==> src/rtl/core/dq_pkg.sv <==
// ----------------------------------------------------------------------------
// dq_pkg
// Shared operation codes, status codes and controller/datapath signal groups
// for the double-ended queue.
// ----------------------------------------------------------------------------
package dq_pkg;

	// Operation carried by each input beat.
	typedef enum logic [1:0] {
		ACT_PUSH_FRONT = 2'd0,
		ACT_PUSH_BACK  = 2'd1,
		ACT_POP_FRONT  = 2'd2,
		ACT_POP_BACK   = 2'd3
	} dq_action_t;

	// Status returned with each result beat.
	typedef enum logic [1:0] {
		STAT_DONE  = 2'd0,
		STAT_FULL  = 2'd1,
		STAT_EMPTY = 2'd2
	} dq_status_t;

	// Commands from the controller to the datapath.
	typedef struct packed {
		logic capture;
		logic exec;
		logic read;
		logic load;
	} dq_cmd_t;

	// Occupancy status from the datapath.
	typedef struct packed {
		logic full;
		logic empty;
	} dq_stat_t;

endpackage

==> src/rtl/core/double_ended_queue.sv <==
// Each operation passes through the capture, execute, memory read and result
// load steps of the controller, and a new operation is accepted only once the
// last one has been loaded; a waiting result stalls the load step only.
// Reset (arst_n low) clears the indices, the entry count, the controller and
// the result-valid flag at once; the entry store is not cleared.
// ----------------------------------------------------------------------------
// double_ended_queue
// Bounded double-ended queue of signed 32-bit words held in a circular store.
// ----------------------------------------------------------------------------
module double_ended_queue
	import dq_pkg::*;
#(
	parameter int DEPTH = 16
) (
	input  logic        clk,
	input  logic        arst_n,
	// Input stream: one operation per beat.
	input  logic        s_tvalid,
	output logic        s_tready,
	input  logic [31:0] s_tdata,   // [31:0] item_value
	input  logic [1:0]  s_tuser,   // [1:0] action
	// Result stream: one result per operation.
	output logic        m_tvalid,
	input  logic        m_tready,
	output logic [39:0] m_tdata    // [31:0] front_value, [32] is_empty, [34:33] status
);

	dq_cmd_t     cmd;
	dq_stat_t    stat;
	logic [31:0] front_value;
	logic        is_empty;
	logic [1:0]  status;

	// The controller walks one operation through its steps and holds off the
	// input until the result has been placed in the output register.
	dq_ctrl u_ctrl (
		.clk       (clk),
		.arst_n    (arst_n),
		.in_valid  (s_tvalid),
		.in_ready  (s_tready),
		.out_valid (m_tvalid),
		.out_ready (m_tready),
		.cmd       (cmd)
	);

	// The datapath owns the store, the indices, the count and the result.
	dq_datapath #(
		.DEPTH (DEPTH)
	) u_dp (
		.clk         (clk),
		.arst_n      (arst_n),
		.cmd         (cmd),
		.in_action   (s_tuser),
		.in_value    (s_tdata),
		.stat        (stat),
		.front_value (front_value),
		.is_empty    (is_empty),
		.status      (status)
	);

	// Result beat packing, lowest field first, padded to whole bytes.
	assign m_tdata = {5'd0, status, is_empty, front_value};

`ifndef SYNTHESIS
	// An empty queue reports a zero front.
	a_empty_front_zero: assert property (@(posedge clk) disable iff (!arst_n)
		m_tvalid && m_tdata[32] |-> m_tdata[31:0] == 32'd0)
		else $error("empty result with nonzero front");

	// Only one operation is in flight at a time.
	a_one_in_flight: assert property (@(posedge clk) disable iff (!arst_n)
		s_tvalid && s_tready |=> !s_tready)
		else $error("input accepted while an operation is in flight");

	// Occupancy can never be both full and empty.
	a_occupancy: assert property (@(posedge clk) disable iff (!arst_n)
		!(stat.full && stat.empty))
		else $error("queue reports full and empty");

	// Status codes are always one of the defined ones.
	a_status_code: assert property (@(posedge clk) disable iff (!arst_n)
		m_tvalid |-> (m_tdata[34:33] == STAT_DONE || m_tdata[34:33] == STAT_FULL
			|| m_tdata[34:33] == STAT_EMPTY))
		else $error("undefined status code");
`endif

endmodule

==> src/rtl/core/dq_ctrl.sv <==
// ----------------------------------------------------------------------------
// dq_ctrl
// Sequencer for one operation at a time: capture, execute, read, load.
// Also owns the result-valid flag of the output register.
// ----------------------------------------------------------------------------
module dq_ctrl
	import dq_pkg::*;
(
	input  logic    clk,
	input  logic    arst_n,
	input  logic    in_valid,
	output logic    in_ready,
	output logic    out_valid,
	input  logic    out_ready,
	output dq_cmd_t cmd
);

	typedef enum logic [3:0] {
		S_IDLE = 4'b0001,
		S_EXEC = 4'b0010,
		S_READ = 4'b0100,
		S_LOAD = 4'b1000
	} dq_state_t;

	dq_state_t state_q;
	logic      out_valid_q;
	logic      load_ok;

	assign in_ready  = (state_q == S_IDLE);
	assign out_valid = out_valid_q;
	assign load_ok   = (state_q == S_LOAD) && (!out_valid_q || out_ready);

	assign cmd.capture = in_valid && in_ready;
	assign cmd.exec    = (state_q == S_EXEC);
	assign cmd.read    = (state_q == S_READ);
	assign cmd.load    = load_ok;

	always_ff @(posedge clk or negedge arst_n) begin
		if (!arst_n) begin
			state_q     <= S_IDLE;
			out_valid_q <= 1'b0;
		end else begin
			case (state_q)
				S_IDLE: begin
					if (in_valid) state_q <= S_EXEC;
				end
				S_EXEC: state_q <= S_READ;
				S_READ: state_q <= S_LOAD;
				S_LOAD: begin
					if (load_ok) state_q <= S_IDLE;
				end
				default: state_q <= S_IDLE;
			endcase

			// The result register fills on load and drains when the sink takes it.
			if (load_ok) begin
				out_valid_q <= 1'b1;
			end else if (out_ready) begin
				out_valid_q <= 1'b0;
			end
		end
	end

endmodule

==> src/rtl/core/dq_datapath.sv <==
// ----------------------------------------------------------------------------
// dq_datapath
// Circular entry store with front index, back index and entry count, plus
// the operand and result registers.
// ----------------------------------------------------------------------------
module dq_datapath
	import dq_pkg::*;
#(
	parameter int DEPTH = 16
) (
	input  logic        clk,
	input  logic        arst_n,
	input  dq_cmd_t     cmd,
	input  logic [1:0]  in_action,
	input  logic [31:0] in_value,
	output dq_stat_t    stat,
	output logic [31:0] front_value,
	output logic        is_empty,
	output logic [1:0]  status
);

	localparam int AW = (DEPTH > 1) ? $clog2(DEPTH) : 1;
	localparam int CW = $clog2(DEPTH + 1);
	localparam logic [AW-1:0] LAST_IDX = AW'(DEPTH - 1);
	localparam logic [CW-1:0] FULL_CNT = CW'(DEPTH);

	logic [31:0] mem [DEPTH];

	dq_action_t  act_q;
	logic [31:0] val_q;
	logic [AW-1:0] head_q, tail_q;
	logic [CW-1:0] count_q;
	dq_status_t  stat_q;
	logic [31:0] rd_q;
	logic [31:0] front_q;
	logic        empty_q;
	logic [1:0]  status_q;

	logic [AW-1:0] head_d, tail_d, waddr;
	logic [CW-1:0] count_d;
	dq_status_t    stat_d;
	logic          we;

	function automatic logic [AW-1:0] idx_inc(input logic [AW-1:0] i);
		return (i == LAST_IDX) ? '0 : i + AW'(1);
	endfunction

	function automatic logic [AW-1:0] idx_dec(input logic [AW-1:0] i);
		return (i == '0) ? LAST_IDX : i - AW'(1);
	endfunction

	assign stat.full  = (count_q == FULL_CNT);
	assign stat.empty = (count_q == '0);

	always_comb begin
		head_d  = head_q;
		tail_d  = tail_q;
		count_d = count_q;
		stat_d  = STAT_DONE;
		we      = 1'b0;
		waddr   = tail_q;
		case (act_q)
			ACT_PUSH_FRONT: begin
				if (stat.full) begin
					stat_d = STAT_FULL;
				end else begin
					head_d  = idx_dec(head_q);
					waddr   = head_d;
					we      = 1'b1;
					count_d = count_q + CW'(1);
				end
			end
			ACT_PUSH_BACK: begin
				if (stat.full) begin
					stat_d = STAT_FULL;
				end else begin
					waddr   = tail_q;
					we      = 1'b1;
					tail_d  = idx_inc(tail_q);
					count_d = count_q + CW'(1);
				end
			end
			ACT_POP_FRONT: begin
				if (stat.empty) begin
					stat_d = STAT_EMPTY;
				end else begin
					head_d  = idx_inc(head_q);
					count_d = count_q - CW'(1);
				end
			end
			default: begin
				if (stat.empty) begin
					stat_d = STAT_EMPTY;
				end else begin
					tail_d  = idx_dec(tail_q);
					count_d = count_q - CW'(1);
				end
			end
		endcase
	end

	always_ff @(posedge clk or negedge arst_n) begin
		if (!arst_n) begin
			head_q  <= '0;
			tail_q  <= '0;
			count_q <= '0;
		end else if (cmd.exec) begin
			head_q  <= head_d;
			tail_q  <= tail_d;
			count_q <= count_d;
		end
	end

	// Operand, status and result registers carry payload only.
	always_ff @(posedge clk) begin
		if (cmd.capture) begin
			act_q <= dq_action_t'(in_action);
			val_q <= in_value;
		end
		if (cmd.exec) stat_q <= stat_d;
		if (cmd.load) begin
			front_q  <= stat.empty ? 32'd0 : rd_q;
			empty_q  <= stat.empty;
			status_q <= stat_q;
		end
	end

	always_ff @(posedge clk) begin
		if (cmd.exec && we) mem[waddr] <= val_q;
		if (cmd.read) rd_q <= mem[head_q];
	end

	assign front_value = front_q;
	assign is_empty    = empty_q;
	assign status      = status_q;

endmodule
==> config.mk <==
export PLATFORM = sky130hd
export DESIGN_NAME = double_ended_queue
export DESIGN_NICKNAME = d
export VERILOG_FILES = /design/src/rtl/core/dq_pkg.sv /design/src/rtl/core/double_ended_queue.sv /design/src/rtl/core/dq_ctrl.sv /design/src/rtl/core/dq_datapath.sv
export SDC_FILE = /design/constraint.sdc
export NUM_CORES = 1
export LEC_CHECK = 0
export BUFFER_PORTS_ARGS = -buffer_cell sky130_fd_sc_hd__clkbuf_2
export CAP_MARGIN = 30
export CELL_PAD_IN_SITES_DETAIL_PLACEMENT = 1
export CELL_PAD_IN_SITES_GLOBAL_PLACEMENT = 1
export CORE_MARGIN = 8
export CORE_UTILIZATION = 45
export CTS_CLUSTER_SIZE = 40
export DETAILED_ROUTE_END_ITERATION = 6
export MAX_ROUTING_LAYER = met4
export PLACE_DENSITY = 0.68
export SLEW_MARGIN = 20
export SYNTH_ARGS = -nofsm -noshare
export SYNTH_HDL_FRONTEND = slang
export SYNTH_SLANG_ARGS = --single-unit
==> constraint.sdc <==
create_clock -name clk -period 3.4 [get_ports clk]
set_input_delay 0.68 -clock clk [delete_from_list [all_inputs] [get_ports clk]]
set_output_delay 0.68 -clock clk [all_outputs]
set_load 0.05 [all_outputs]
==> impl_metrics.env <==
export IMPL_root_buffer="clkbuf_16"
export IMPL_coreArea_um2=53600
export IMPL_hold_violations=0
export IMPL_p_leak_nw=9.11
export IMPL_dpl_hpwl_um=32600
export IMPL_slowest_stage="nor4_1"
export IMPL_synth_edf_count=615
export IMPL_start_util_pct=45.3
export IMPL_cts_sinks=633
export IMPL_path_common_cell="buf_4"
export IMPL_numCtsBuffers=67
export IMPL_antenna_found_initial=0
export IMPL_cts_htree_levels=3
export IMPL_grt_pass1_wl_um=85300
export IMPL_ir_worst_vdd_uv=442
export IMPL_powerDensity_nw_per_um2=779
export IMPL_max_freq_ghz=0.345
export IMPL_ys_async_sr_fraction_pct=2.84
export IMPL_grt_overflow_total=0
export IMPL_path_cells="nor4_1, a211oi_1, buf_4, nor3b_1, a31oi_1, buf_2, nor2_4, buf_4"
export IMPL_fin_crit_sh_pct=85.3
export IMPL_fillCellCount=4857
export IMPL_design_area_um2=28100
export IMPL_dpl_instance_area_um2=26000
export IMPL_drive_gt1_share_pct=24.7
export IMPL_arrival_ps=3140
export IMPL_cts_tree="done"
export IMPL_hold_path_class="input pin to asynchronous set/reset pin"
export IMPL_rows=85
export IMPL_wl_per_cell_um=26.9
export IMPL_area_growth_pct=15.7
export IMPL_first_pass_iters=7
export IMPL_fin_nets=1433
export IMPL_avgSynthCellArea_um2=19.5
export IMPL_portBuffers=74
export IMPL_diodes=0
export IMPL_slowest_delay_ps=540
export IMPL_cts_hold_buffers=0
export IMPL_gp_congestion=0.761
export IMPL_cts_resized=0
export IMPL_ys_warnings_count=0
export IMPL_vias=12205
export IMPL_ys_ff_latch=633
export IMPL_netlist_area_um2=24300
export IMPL_synth_ff_type="edfxtp_1"
export IMPL_drc=0
export IMPL_track_usage_pct=19.5
export IMPL_clock_latency_ps=600
export IMPL_endpoint_kind="flip-flop"
export IMPL_drt_iter0_markers=1072
export IMPL_die_h_um=248
export IMPL_grt_pass1_vias=13249
export IMPL_min_period_ps=2900
export IMPL_timing_setup_tns_ps=0
export IMPL_num_io_pins=80
export IMPL_startpoint_type="flip-flop"
export IMPL_worst_slew_pin_slew_ps=912
export IMPL_grt_max_degree=105
export IMPL_setup_viol=0
export IMPL_grt_setup_unrepaired="false"
export IMPL_synthCells=1247
export IMPL_hold_slack_ps=49.2
export IMPL_crit_required_ps=3640
export IMPL_status="finished, final reports clean"
export IMPL_final_core_util_pct=52.5
export IMPL_maxCapViolations=0
export IMPL_cts_setup_buffers=0
export IMPL_dieArea_um2=61700
export IMPL_final_setup_skew_ps=21.7
export IMPL_ant_nets=0
export IMPL_clock_tree_buffer_depth=3
export IMPL_crit_type="flip-flop to flip-flop"
export IMPL_slew_headroom_pct=39.2
export IMPL_crit_fanout=23
export IMPL_routed_via_density=5.72
export IMPL_maxSlewViolCount=0
export IMPL_die_x_um=248
export IMPL_yosysSeqAreaShare_pct=77.9
export IMPL_clkTransAtPathRegs_ps=60
export IMPL_ys_types=50
export IMPL_routed_wl_um=57300
==> cell usage after synthesis, drive strengths merged, types with 2 or more instances <==
library cell / instances / share of area, %
edfxtp: 615 / 76
mux4: 95 / 8.8
mux2i: 72 / 3.0
nand2: 70 / 1.1
clkbuf: 40 / 0.62
nor2b: 37 / 0.95
a21oi: 35 / 0.72
nand3: 32 / 0.66
nor2: 31 / 0.48
buf: 30 / 0.73
a22oi: 29 / 0.90
o211ai: 28 / 0.87
o21ai: 27 / 0.60
dfrtp: 17 / 1.8
inv: 10 / 0.15
a31oi: 9 / 0.23
ha: 8 / 0.41
nor3: 8 / 0.16
a221oi: 6 / 0.22
xnor2: 5 / 0.18
xor2: 5 / 0.18
and2: 4 / 0.10
nand2b: 4 / 0.10
nor3b: 4 / 0.12
a211oi: 3 / 0.11
a21o: 2 / 0.062
clkinv: 2 / 0.051
o21a: 2 / 0.062
o31ai: 2 / 0.062
or2: 2 / 0.052
or4: 2 / 0.062
==> kinds of logic (layout without fill, tap and decap cells) <==
group           after synthesis  count (layout)  synth area share, %
flops                       633             633                 77.9
buf+inv                      82             268                 1.55
mux                         168             168                 11.8
simple gates                198             198                 3.91
compound gates              146             146                 3.97
xor+xnor                     10              10                0.361
fa+ha+maj                     9               9                0.494
other cells                   1               5               0.0154
==> flip-flops by register name (all words and copies together), names as in the netlist <==
signal	cells
u_dp.rd_q	32
u_dp.tail_q	4
u_dp.status	2
u_dp.is_empty	1
u_dp.val_q	32
u_dp.count_q	5
u_dp.head_q	4
u_dp.mem	512
u_ctrl.state_q	4
u_dp.front_value	32
u_ctrl.out_valid	1
u_dp.stat_q	2
u_dp.act_q	2
==> area by class of cell <==
class                      count  area [um2]  area share, %
sequential                   633       18900           67.3
inverter                      12        50.0          0.178
clock buffer                  85        1830           6.51
tap                          696         871           3.10
clock inverter                35         241          0.859
timing repair buffer         136        1020           3.64
multi-input combinational    536        5170           18.4
==> per-stage QoR <==
stage                     setup slack, ps  std cells  total power, mW
after global placement                306       2008             14.9
after floorplan                      -302       1251             13.4
after detailed placement              537       2012             15.2
after global routing                  278       2133             22.8
after CTS                             502       2132             22.1
final                                 499       2133             21.9
==> final timing paths <==
check | depth (start not counted) | startpoint | slack (ps) | end
max | 8 | u_dp.count_q[0] | 500 | u_dp.mem[10][18]
min | 1 | arst_n | 50 | u_dp.tail_q[2]
max reg2reg | 8 | u_dp.count_q[0] | 500 | u_dp.mem[10][18]
min reg2reg | 0 | u_dp.stat_q[0] | 430 | u_dp.status[0]
max in group asynchronous | 1 | arst_n | 2960 | u_dp.head_q[1]
min in group clk | 1 | s_tdata[15] | 260 | u_dp.val_q[15]
==> power breakdown <==
group	leakage [nW]	total [mW]	switching (mW)	internal (mW)
combinational	2.34	5.05	2.99	2.07
sequential	5.77	9.88	0.534	9.35
clock	1.01	6.96	2.93	4.03
==> critical path: cells and delay by family (launching register included) <==
family / cells / cell delay [ps]
flip-flops: 1 / 450
AO/OA/AOI/OAI: 2 / 300
AND/OR/NAND/NOR: 3 / 910
buffers and inverters: 3 / 850
==> cells in the final DEF, fill, tap and decap left out, drive strengths merged, types with 28 or more instances in the layout <==
| cell | n |
|---|---|
| nand3 | 32 |
| buf | 62 |
| clkbuf | 159 |
| mux2i | 72 |
| nor2b | 37 |
| mux4 | 95 |
| o211ai | 28 |
| nand2 | 70 |
| a21oi | 35 |
| edfxtp | 615 |
| nor2 | 31 |
| a22oi | 29 |
| clkinv | 30 |
==> metal layers <==
| metal | wire length, um | share of wire, % | track usage, % |
|---|---|---|---|
| met1 | 25100 | 44 | 25.4 |
| met3 | 2760 | 4.8 | 3.18 |
| met4 | 1520 | 2.7 | 6.77 |
| met5 | 0 | 0 | - |
| met2 | 28000 | 49 | 31.2 |
Note: power is estimated with default switching activity, not from simulation.
